**src/fgtc_pkg.sv**
```systemverilog
// Shared types, constants and helper functions for the fuzzy green-time controller.
`default_nettype none
package fgtc_pkg;

   localparam int GradeBits = 8;
   localparam int GradeOne = 1 << GradeBits;
   localparam int GW = GradeBits + 1;           // grade width, holds GradeOne
   localparam int TW = GW + 2;                  // sum of three grades
   localparam int NW = 8 + GW + 2 + 8;          // weighted numerator times 256
   localparam int QW = 16;                      // quotient width

   // Reciprocals of the ramp widths, rounded up. With this shift the product
   // truncates to the exact quotient for any 8-bit numerator.
   localparam int RecipShift = GradeBits + 13;
   localparam int RecipW = RecipShift - 3;
   localparam int Recip15 = ((1 << RecipShift) + 14) / 15;
   localparam int Recip20 = ((1 << RecipShift) + 19) / 20;
   localparam int Recip25 = ((1 << RecipShift) + 24) / 25;

   // Register indexes.
   localparam logic [2:0] RegCentreShort  = 3'd0;
   localparam logic [2:0] RegCentreMedium = 3'd1;
   localparam logic [2:0] RegCentreLong   = 3'd2;
   localparam logic [2:0] RegFallback     = 3'd3;
   localparam logic [2:0] RegShortLimit   = 3'd4;
   localparam logic [2:0] RegMediumLimit  = 3'd5;

   localparam logic [1:0] ClassShort  = 2'd0;
   localparam logic [1:0] ClassMedium = 2'd1;
   localparam logic [1:0] ClassLong   = 2'd2;

   typedef struct packed {
      logic [7:0] centre_short;
      logic [7:0] centre_medium;
      logic [7:0] centre_long;
      logic [7:0] fallback_seconds;
      logic [7:0] short_limit;
      logic [7:0] medium_limit;
   } cfg_type;

   typedef logic [GW-1:0] grade_type;

   // Rising or falling ramp: num * ONE / den for a fixed small den, done as a
   // multiplication by the reciprocal of den and a shift.
   function automatic grade_type ramp(input logic [7:0] num, input int Den);
      logic [RecipW-1:0] recip;
      logic [8+GradeBits+RecipW-1:0] product;
      case (Den)
         15:      recip = RecipW'(Recip15);
         20:      recip = RecipW'(Recip20);
         25:      recip = RecipW'(Recip25);
         default: recip = '0;
      endcase
      product = {num, {GradeBits{1'b0}}} * recip;
      return GW'(product >> RecipShift);
   endfunction

   // Three grades of one input against fixed breakpoints.
   function automatic logic [3*GW-1:0] fuzzify(input logic [7:0] x,
      input int Lf, input int Lz, input int M0, input int Mp, input int M1,
      input int H0, input int Hf);
      grade_type gl, gm, gh;
      gl = '0; gm = '0; gh = '0;
      if (x <= 8'(Lf)) gl = GW'(GradeOne);
      else if (x < 8'(Lz)) gl = ramp(8'(Lz) - x, Lz - Lf);
      if (x > 8'(M0) && x <= 8'(Mp)) gm = ramp(x - 8'(M0), Mp - M0);
      else if (x > 8'(Mp) && x < 8'(M1)) gm = ramp(8'(M1) - x, M1 - Mp);
      if (x > 8'(H0) && x < 8'(Hf)) gh = ramp(x - 8'(H0), Hf - H0);
      else if (x >= 8'(Hf)) gh = GW'(GradeOne);
      return {gh, gm, gl};
   endfunction

   function automatic grade_type gmin(input grade_type a, input grade_type b);
      return (a < b) ? a : b;
   endfunction

   function automatic grade_type gmax(input grade_type a, input grade_type b);
      return (a > b) ? a : b;
   endfunction

endpackage
`default_nettype wire

```
**src/fuzzy_green_time_controller.sv**
```systemverilog
// Top level of the fuzzy green-time controller.
//  channel | direction | payload
//  req     | in        | tdata[7:0] traffic_density, tdata[15:8] wait_seconds
//  rsp     | out       | tdata[15:0] green_time, tdata[17:16] duration_class
//  csr     | in        | six 8-bit registers at byte addresses 0..20
// The pipeline has three fuzzy and weighting stages, four divider stages of
// four quotient bits each, and one class stage. One request enters per cycle
// unless the output stalls. The pipeline advances only when the output register
// is empty or taken, so a stall freezes every stage and nothing is lost or repeated.
// Reset is synchronous and clears valid bits and the registers to their defaults.
`default_nettype none
module fuzzy_green_time_controller (
   input  wire logic        clock,
   input  wire logic        reset,
   input  wire logic        req_tvalid,
   output logic             req_tready,
   input  wire logic [15:0] req_tdata,   // traffic_density, wait_seconds
   output logic             rsp_tvalid,
   input  wire logic        rsp_tready,
   output logic [23:0]      rsp_tdata,   // green_time, duration_class, zero fill
   input  wire logic        csr_psel,
   input  wire logic        csr_penable,
   input  wire logic        csr_pwrite,
   input  wire logic [4:0]  csr_paddr,
   input  wire logic [31:0] csr_pwdata,
   output logic [31:0]      csr_prdata,
   output logic             csr_pready
);
   import fgtc_pkg::*;

   cfg_type cfg;
   logic advance, fv;
   logic [NW-1:0] num;
   logic [TW-1:0] total;
   logic [15:0] green;
   logic [1:0] cls;

   assign advance = !rsp_tvalid || rsp_tready;
   assign req_tready = advance;
   assign rsp_tdata = {6'd0, cls, green};

   fgtc_regs u_regs (
      .clock, .reset, .csr_psel, .csr_penable, .csr_pwrite, .csr_paddr,
      .csr_pwdata, .csr_prdata, .csr_pready, .cfg
   );

   fgtc_front u_front (
      .clock, .reset, .advance, .in_valid(req_tvalid),
      .density(req_tdata[7:0]), .wait_s(req_tdata[15:8]), .cfg,
      .out_valid(fv), .num, .total
   );

   fgtc_div u_div (
      .clock, .reset, .advance, .in_valid(fv), .num, .total, .cfg,
      .out_valid(rsp_tvalid), .green, .cls
   );
endmodule
`default_nettype wire

```
**src/fgtc_regs.sv**
```systemverilog
// Configuration register file behind the APB-style port.
`default_nettype none
module fgtc_regs (
   input  wire logic           clock,
   input  wire logic           reset,
   input  wire logic           csr_psel,
   input  wire logic           csr_penable,
   input  wire logic           csr_pwrite,
   input  wire logic [4:0]     csr_paddr,
   input  wire logic [31:0]    csr_pwdata,
   output logic      [31:0]    csr_prdata,
   output logic                csr_pready,
   output fgtc_pkg::cfg_type   cfg
);
   import fgtc_pkg::*;

   cfg_type cfg_ff, cfg_in;
   logic [2:0] idx;
   logic wr;

   assign idx = csr_paddr[4:2];
   assign wr = csr_psel && csr_penable && csr_pwrite;
   assign csr_pready = 1'b1;
   assign cfg = cfg_ff;

   // Register write decode.
   always_comb begin
      cfg_in = cfg_ff;
      if (wr) begin
         case (idx)
            RegCentreShort:  cfg_in.centre_short = csr_pwdata[7:0];
            RegCentreMedium: cfg_in.centre_medium = csr_pwdata[7:0];
            RegCentreLong:   cfg_in.centre_long = csr_pwdata[7:0];
            RegFallback:     cfg_in.fallback_seconds = csr_pwdata[7:0];
            RegShortLimit:   cfg_in.short_limit = csr_pwdata[7:0];
            RegMediumLimit:  cfg_in.medium_limit = csr_pwdata[7:0];
            default: ;
         endcase
      end
   end

   // Read mux.
   always_comb begin
      case (idx)
         RegCentreShort:  csr_prdata = {24'd0, cfg_ff.centre_short};
         RegCentreMedium: csr_prdata = {24'd0, cfg_ff.centre_medium};
         RegCentreLong:   csr_prdata = {24'd0, cfg_ff.centre_long};
         RegFallback:     csr_prdata = {24'd0, cfg_ff.fallback_seconds};
         RegShortLimit:   csr_prdata = {24'd0, cfg_ff.short_limit};
         RegMediumLimit:  csr_prdata = {24'd0, cfg_ff.medium_limit};
         default:         csr_prdata = 32'd0;
      endcase
   end

   always_ff @(posedge clock) begin
      if (reset) begin
         cfg_ff <= '{centre_short: 8'd25, centre_medium: 8'd45, centre_long: 8'd70,
                     fallback_seconds: 8'd30, short_limit: 8'd35, medium_limit: 8'd60};
      end else begin
         cfg_ff <= cfg_in;
      end
   end
endmodule
`default_nettype wire

```
**src/fgtc_front.sv**
```systemverilog
// Fuzzification, rule evaluation and weighted sum stages.
`default_nettype none
module fgtc_front (
   input  wire logic                   clock,
   input  wire logic                   reset,
   input  wire logic                   advance,
   input  wire logic                   in_valid,
   input  wire logic [7:0]             density,
   input  wire logic [7:0]             wait_s,
   input  fgtc_pkg::cfg_type           cfg,
   output logic                        out_valid,
   output logic [fgtc_pkg::NW-1:0]     num,
   output logic [fgtc_pkg::TW-1:0]     total
);
   import fgtc_pkg::*;

   // Stage 1: grades.
   logic v1_ff;
   logic [3*GW-1:0] d_ff, w_ff;
   // Stage 2: rule outputs.
   logic v2_ff;
   grade_type gs_ff, gm_ff, gl_ff;
   // Stage 3: products and sum.
   logic v3_ff;
   logic [NW-1:0] num_ff;
   logic [TW-1:0] total_ff;

   grade_type dl, dm, dh, wl, wm, wh;
   assign {dh, dm, dl} = d_ff;
   assign {wh, wm, wl} = w_ff;

   always_ff @(posedge clock) begin
      if (reset) begin
         v1_ff <= 1'b0; v2_ff <= 1'b0; v3_ff <= 1'b0;
      end else if (advance) begin
         v1_ff <= in_valid; v2_ff <= v1_ff; v3_ff <= v2_ff;
      end
   end

   always_ff @(posedge clock) begin
      if (advance) begin
         d_ff <= fuzzify(density, 25, 40, 30, 50, 70, 60, 75);
         w_ff <= fuzzify(wait_s, 20, 40, 30, 55, 80, 70, 90);
         gs_ff <= gmax(gmax(gmin(dl, wl), gmin(dl, wm)), gmin(dm, wl));
         gm_ff <= gmax(gmax(gmin(dm, wm), gmin(dm, wh)), gmax(gmin(dh, wl), gmin(dl, wh)));
         gl_ff <= gmax(gmin(dh, wm), gmin(dh, wh));
         num_ff <= NW'({(NW-8)'(cfg.centre_short * gs_ff + cfg.centre_medium * gm_ff
                    + cfg.centre_long * gl_ff), 8'd0});
         total_ff <= TW'(gs_ff) + TW'(gm_ff) + TW'(gl_ff);
      end
   end

   assign out_valid = v3_ff;
   assign num = num_ff;
   assign total = total_ff;
endmodule
`default_nettype wire

```
**src/fgtc_div.sv**
```systemverilog
// Pipelined restoring divider with rounding, fallback and classification.
`default_nettype none
module fgtc_div (
   input  wire logic                   clock,
   input  wire logic                   reset,
   input  wire logic                   advance,
   input  wire logic                   in_valid,
   input  wire logic [fgtc_pkg::NW-1:0] num,
   input  wire logic [fgtc_pkg::TW-1:0] total,
   input  fgtc_pkg::cfg_type           cfg,
   output logic                        out_valid,
   output logic [15:0]                 green,
   output logic [1:0]                  cls
);
   import fgtc_pkg::*;

   // Four quotient bits are resolved per stage.
   localparam int BitsPerStage = 4;
   localparam int Stages = QW / BitsPerStage;
   localparam int RW = TW + 1;

   logic              v_ff   [Stages+1];
   logic [NW-1:0]     n_ff   [Stages+1];   // dividend, remaining bits shift out
   logic [RW-1:0]     r_ff   [Stages+1];
   logic [QW-1:0]     q_ff   [Stages+1];
   logic [TW-1:0]     t_ff   [Stages+1];
   logic              v_out_ff;
   logic [15:0]       green_ff;
   logic [1:0]        cls_ff;

   // Rounded dividend: num + total/2. Quotient fits in QW bits.
   logic [NW:0] rounded;
   assign rounded = {1'b0, num} + (NW+1)'(total >> 1);

   always_comb begin
      v_ff[0] = in_valid;
      n_ff[0] = rounded[NW-1:0];
      t_ff[0] = total;
      r_ff[0] = RW'(rounded[NW:QW]);   // top bits are below total whenever total is nonzero
      q_ff[0] = '0;
   end

   for (genvar s = 0; s < Stages; s++) begin : g_stage
      logic [RW-1:0] r_next;
      logic [QW-1:0] q_next;
      logic [NW-1:0] n_next;
      always_comb begin
         logic [RW:0] trial;
         r_next = r_ff[s];
         q_next = q_ff[s];
         n_next = n_ff[s];
         for (int b = 0; b < BitsPerStage; b++) begin
            trial = {r_next, n_next[QW-1]};
            n_next = n_next << 1;
            if (trial >= (RW+1)'(t_ff[s])) begin
               r_next = RW'(trial - (RW+1)'(t_ff[s]));
               q_next = {q_next[QW-2:0], 1'b1};
            end else begin
               r_next = RW'(trial);
               q_next = {q_next[QW-2:0], 1'b0};
            end
         end
      end
      logic v_s_ff;
      logic [RW-1:0] r_s_ff;
      logic [QW-1:0] q_s_ff;
      logic [NW-1:0] n_s_ff;
      logic [TW-1:0] t_s_ff;
      always_ff @(posedge clock) begin
         if (reset) v_s_ff <= 1'b0;
         else if (advance) v_s_ff <= v_ff[s];
      end
      always_ff @(posedge clock) begin
         if (advance) begin
            r_s_ff <= r_next; q_s_ff <= q_next; n_s_ff <= n_next; t_s_ff <= t_ff[s];
         end
      end
      assign v_ff[s+1] = v_s_ff;
      assign r_ff[s+1] = r_s_ff;
      assign q_ff[s+1] = q_s_ff;
      assign n_ff[s+1] = n_s_ff;
      assign t_ff[s+1] = t_s_ff;
   end

   // Final stage: fallback select and class.
   logic [15:0] g;
   assign g = (t_ff[Stages] == '0) ? {cfg.fallback_seconds, 8'd0} : q_ff[Stages];

   always_ff @(posedge clock) begin
      if (reset) v_out_ff <= 1'b0;
      else if (advance) v_out_ff <= v_ff[Stages];
   end

   always_ff @(posedge clock) begin
      if (advance) begin
         green_ff <= g;
         if (g < {cfg.short_limit, 8'd0}) cls_ff <= ClassShort;
         else if (g < {cfg.medium_limit, 8'd0}) cls_ff <= ClassMedium;
         else cls_ff <= ClassLong;
      end
   end

   assign out_valid = v_out_ff;
   assign green = green_ff;
   assign cls = cls_ff;
endmodule
`default_nettype wire

```
**config.mk**
```make
export PLATFORM = sky130hd
export DESIGN_NAME = fuzzy_green_time_controller
export DESIGN_NICKNAME = d
export VERILOG_FILES = /design/src/fgtc_pkg.sv /design/src/fuzzy_green_time_controller.sv /design/src/fgtc_regs.sv /design/src/fgtc_front.sv /design/src/fgtc_div.sv
export SDC_FILE = /design/constraint.sdc
export NUM_CORES = 2
export LEC_CHECK = 0
export BUFFER_PORTS_ARGS = -buffer_cell sky130_fd_sc_hd__buf_2
export CAP_MARGIN = 20
export CORE_MARGIN = 2
export CORE_UTILIZATION = 55
export DETAILED_ROUTE_END_ITERATION = 10
export PLACE_DENSITY = 0.73
export REMOVE_ABC_BUFFERS = 1
export SYNTH_ARGS = -nofsm -noshare
export SYNTH_HDL_FRONTEND = slang
export SYNTH_HIERARCHICAL = 1
export SYNTH_SLANG_ARGS = --single-unit
```
**constraint.sdc**
```tcl
create_clock -name clock -period 27.5 [get_ports clock]
set_input_delay 4.125 -clock clock [delete_from_list [all_inputs] [get_ports clock]]
set_output_delay 4.125 -clock clock [all_outputs]
set_load 0.005 [all_outputs]
```
==> flow_summary.toml <==
[min_path]
worst_hold_path.num_cells = 0
min_delay_worst_endpoint = "u_div/g_stage[2].n_s_ff[14]$_DFFE_PP_"
min-delay-path-class = "register to register"
start_point_of_the_worst_hold_path = "u_div/g_stage[1].n_s_ff[10]$_DFFE_PP_"

[critical_path]
cp_data_required_time_ns = 27.78
worst-path-max-fanout = 17
critical_path_arrival_ns = 13.22
crit_path_start_kind = "register"
crit-reg2reg-launch = "u_front/total[10]$_DFFE_PP_"
slowest_delay_ns = 0.65
worst_setup_path_end_kind = "register"
reg_to_reg_slack_setup_ns = 14.56
r2r.worst_path.cells = 51
slowest_stage = "sky130_fd_sc_hd__o2111ai_2"
reg2reg_to = "u_div/g_stage[0].r_s_ff[8]$_DFFE_PP_"
worstSetupPathType = "register to register"

[synthesis]
synth_seq_cells = 329
number_of_flops_mapped_to_enable_cells_by_yosys = 273
syn-mean-instance-area_um2 = 9.46
syn-instance-count = 4941
synthDistinctLibCells = 105
postSynth.asyncResetShare = 0
synth_sequential_area_ratio = 0.199
synth.cell_area_um2 = 46700
synth-main-ff-cell = "sky130_fd_sc_hd__edfxtp_1"
ys.warnings.count = 6

[status]
outcome = "finished clean"

[clock_network]
clock_latency_on_the_worst_skew_pair_ns = 0.56
cts_inserted_buffers = 37
cts.repair.resized = 0
path_clk_slew_ns = 0.06
count_of_h_tree_levels_built_during_cts = 2
cts_setup_buffers = 0
cts.path.max_buffers = 3
clock-sinks = 329
tritoncts = "done"
count_of_hold_buffers_inserted_by_post_cts_repair = 0
clock-root-buffer = "sky130_fd_sc_hd__clkbuf_16"

[final_layout]
layout-drive-gt1-share = 0.0606
filler_cell_count = 7287
final_cell_mix = "789 x sky130_fd_sc_hd__inv_1, 778 x sky130_fd_sc_hd__ha_1, 349 x sky130_fd_sc_hd__fa_1"
seqCellArea_um2 = 9320
final_common_cell = "sky130_fd_sc_hd__inv_1"
fin_nets = 6145
n_diodes = 0
syn2layout_area_growth_pct = 5.25
multiInputGateArea_um2 = 33800
final_design_area_no_fill_um2 = 49200

[floorplanning]
die_x_um = 295
floorplan.initialDensity = 0.557
design.core.area_um2 = 83800
die_height_um = 295
floorplan.rows = 106
die-area_um2 = 87300
num_io_pins = 119

[placed_design]
worst_setup_slack_post_dpl_ns = 14.46
gp_congestion = 0.935
port_buffers = 61
placed_area_um2 = 48000
dp_hpwl_um = 85600

[sta]
post-route-min-period_ns = 12.94
worst_slack_ns = 14.56
fin_worst_hold_slack_ns = 0.408
period_share = 0.471
report.final.slew_viol_count = 0
hold_violations = 0
fin_skew_ns = 0.0257
clock.fmax_ghz = 0.0773
setup_violations = 0
totalNegativeSetupSlack_ns = 0
maxSlewHeadroom = 0.310
unrepaired_setup_endpoints_after_global_routing = "no"
timing_worst_slew_pin_value_ns = 1.03

[grt]
antenna_found_initial = 1
grt_pass1_wl_um = 174000
grt_pass1_vias = 34500
global_route.usage.total = 0.246
pin_count_of_the_biggest_net_entering_global_routing = 83
global_route.overflow_total = 0

[routing]
remaining_drc_errors = 0
vias_per_cell = 5.62
postRouteWirelength_um = 105000
postRouteAntennaNets = 0
routedWlPerCell_um = 17.2
dr_total_vias = 34400
firstDrtPassIters = 6
dr.first_iter.drc_count = 2077

[job]
number_of_max_capacitance_violations_reported = 0
==> per-stage QoR <==
stage / cells / utilization
CTS: 6115 / 0.586
floorplan: 4841 / -
detailed placement: 6051 / 0.572
global route: 6117 / 0.587
finish: 6117 / 0.587
global placement: 6049 / 0.572
==> worst max-delay path: cells and delay by family, from the launching register on <==
kind	cells	cell delay (ns)
simple gates	12	2.28
xor+xnor	1	0.29
mux	4	1.70
compound gates	25	5.82
buf+inv	4	0.48
flops	1	0.46
fa+ha+maj	5	1.61
==> cell usage after synthesis, types with 15 or more instances <==
| library cell | n | area share |
|---|---|---|
| sky130_fd_sc_hd__buf_4 | 47 | 0.0076 |
| sky130_fd_sc_hd__inv_1 | 789 | 0.063 |
| sky130_fd_sc_hd__mux2_1 | 42 | 0.010 |
| sky130_fd_sc_hd__nand4_1 | 48 | 0.0064 |
| sky130_fd_sc_hd__o211ai_1 | 17 | 0.0027 |
| sky130_fd_sc_hd__o21ai_1 | 95 | 0.010 |
| sky130_fd_sc_hd__mux2_2 | 59 | 0.014 |
| sky130_fd_sc_hd__a211oi_1 | 20 | 0.0032 |
| sky130_fd_sc_hd__ha_1 | 778 | 0.21 |
| sky130_fd_sc_hd__fa_1 | 349 | 0.15 |
| sky130_fd_sc_hd__nor4_1 | 17 | 0.0023 |
| sky130_fd_sc_hd__buf_2 | 15 | 0.0016 |
| sky130_fd_sc_hd__nand2b_1 | 78 | 0.010 |
| sky130_fd_sc_hd__or2_2 | 20 | 0.0027 |
| sky130_fd_sc_hd__xor2_1 | 104 | 0.019 |
| sky130_fd_sc_hd__nand2_1 | 240 | 0.019 |
| sky130_fd_sc_hd__nand3_1 | 97 | 0.010 |
| sky130_fd_sc_hd__edfxtp_1 | 273 | 0.18 |
| sky130_fd_sc_hd__xnor2_1 | 179 | 0.034 |
| sky130_fd_sc_hd__nor2b_1 | 68 | 0.0091 |
| sky130_fd_sc_hd__nor2_1 | 233 | 0.019 |
| sky130_fd_sc_hd__a21o_1 | 110 | 0.018 |
| sky130_fd_sc_hd__dfxtp_1 | 56 | 0.024 |
| sky130_fd_sc_hd__a21oi_1 | 268 | 0.029 |
| sky130_fd_sc_hd__and2_1 | 156 | 0.021 |
| sky130_fd_sc_hd__mux2i_1 | 157 | 0.034 |
| sky130_fd_sc_hd__nor3_1 | 62 | 0.0066 |
| sky130_fd_sc_hd__o22ai_1 | 23 | 0.0031 |
| sky130_fd_sc_hd__mux2_4 | 25 | 0.0080 |
| sky130_fd_sc_hd__o21bai_1 | 34 | 0.0055 |
| sky130_fd_sc_hd__a31oi_1 | 30 | 0.0040 |
| sky130_fd_sc_hd__clkbuf_1 | 59 | 0.0047 |
| sky130_fd_sc_hd__o21a_1 | 49 | 0.0079 |
| sky130_fd_sc_hd__or3_1 | 15 | 0.0020 |
| sky130_fd_sc_hd__o21ai_0 | 86 | 0.0092 |
==> state kept, by name, summed over array words and instances, names as in the netlist <==
signal and cells:
u_front/gl_ff 9, u_div/green 16, u_front/gs_ff 9, u_div/out_valid 1, u_regs/cfg 48, u_front/gm_ff 9, u_front/d_ff 27, u_div/g_stage.t_s_ff 44
u_div/g_stage.v_s_ff 4, u_div/g_stage.q_s_ff 40, u_front/out_valid 1, u_front/total 11, u_front/v2_ff 1, u_front/w_ff 27, u_div/g_stage.r_s_ff 36, u_front/num 19
u_div/cls 2, u_front/v1_ff 1, u_div/g_stage.n_s_ff 24
==> metal layers <==
metal / part of all wire / up-vias / track usage
met2: 0.49 / 743 / 0.438
met3: 0.043 / 182 / 0.0265
li1: - / 16900 / -
met1: 0.44 / 16600 / 0.313
met4: 0.031 / 2 / 0.0738
met5: 0.00012 / - / 0
==> layout make-up <==
cell class / count / share of cell area
Sequential cell: 329 / 0.189
Clock inverter: 24 / 0.00432
Clock buffer: 40 / 0.0195
Multi-Input combinational cell: 3712 / 0.688
Inverter: 800 / 0.0612
Timing Repair Buffer: 78 / 0.00901
Tap cell: 1134 / 0.0288
==> how the worst max path moves through the flow <==
| stage | start | to | slack, ns | cells after the start |
|---|---|---|---|---|
| after floorplan | rsp_tready | req_tready | 12.42 | 1 |
| after global placement | u_front/total[10]$_DFFE_PP_ | u_div/g_stage[0].r_s_ff[9]$_DFFE_PP_ | 14.76 | 49 |
| after detailed placement | u_front/total[10]$_DFFE_PP_ | u_div/g_stage[0].r_s_ff[8]$_DFFE_PP_ | 14.46 | 49 |
| after CTS | u_front/total[10]$_DFFE_PP_ | u_div/g_stage[0].r_s_ff[8]$_DFFE_PP_ | 14.39 | 49 |
| after global routing | u_front/total[10]$_DFFE_PP_ | u_div/g_stage[0].r_s_ff[8]$_DFFE_PP_ | 13.56 | 51 |
| final | u_front/total[10]$_DFFE_PP_ | u_div/g_stage[0].r_s_ff[8]$_DFFE_PP_ | 14.56 | 51 |
==> kinds of logic (layout without fill, tap and decap cells) <==
group | count (synthesis) | count (layout) | synth area share
muxes | 285 | 285 | 0.0668
DFF | 329 | 329 | 0.199
xor gates and xnor gates | 283 | 283 | 0.0530
adders and majority gates | 1127 | 1127 | 0.358
other | 4 | 39 | 0.000321
buffers and inverters | 935 | 942 | 0.0799
and+or+nand+nor | 1108 | 1108 | 0.122
AOI/OAI and AO/OA | 870 | 870 | 0.121
Power is not shown: default switching activity piles up to over one toggle a cycle in this logic, so the estimate is an artifact.
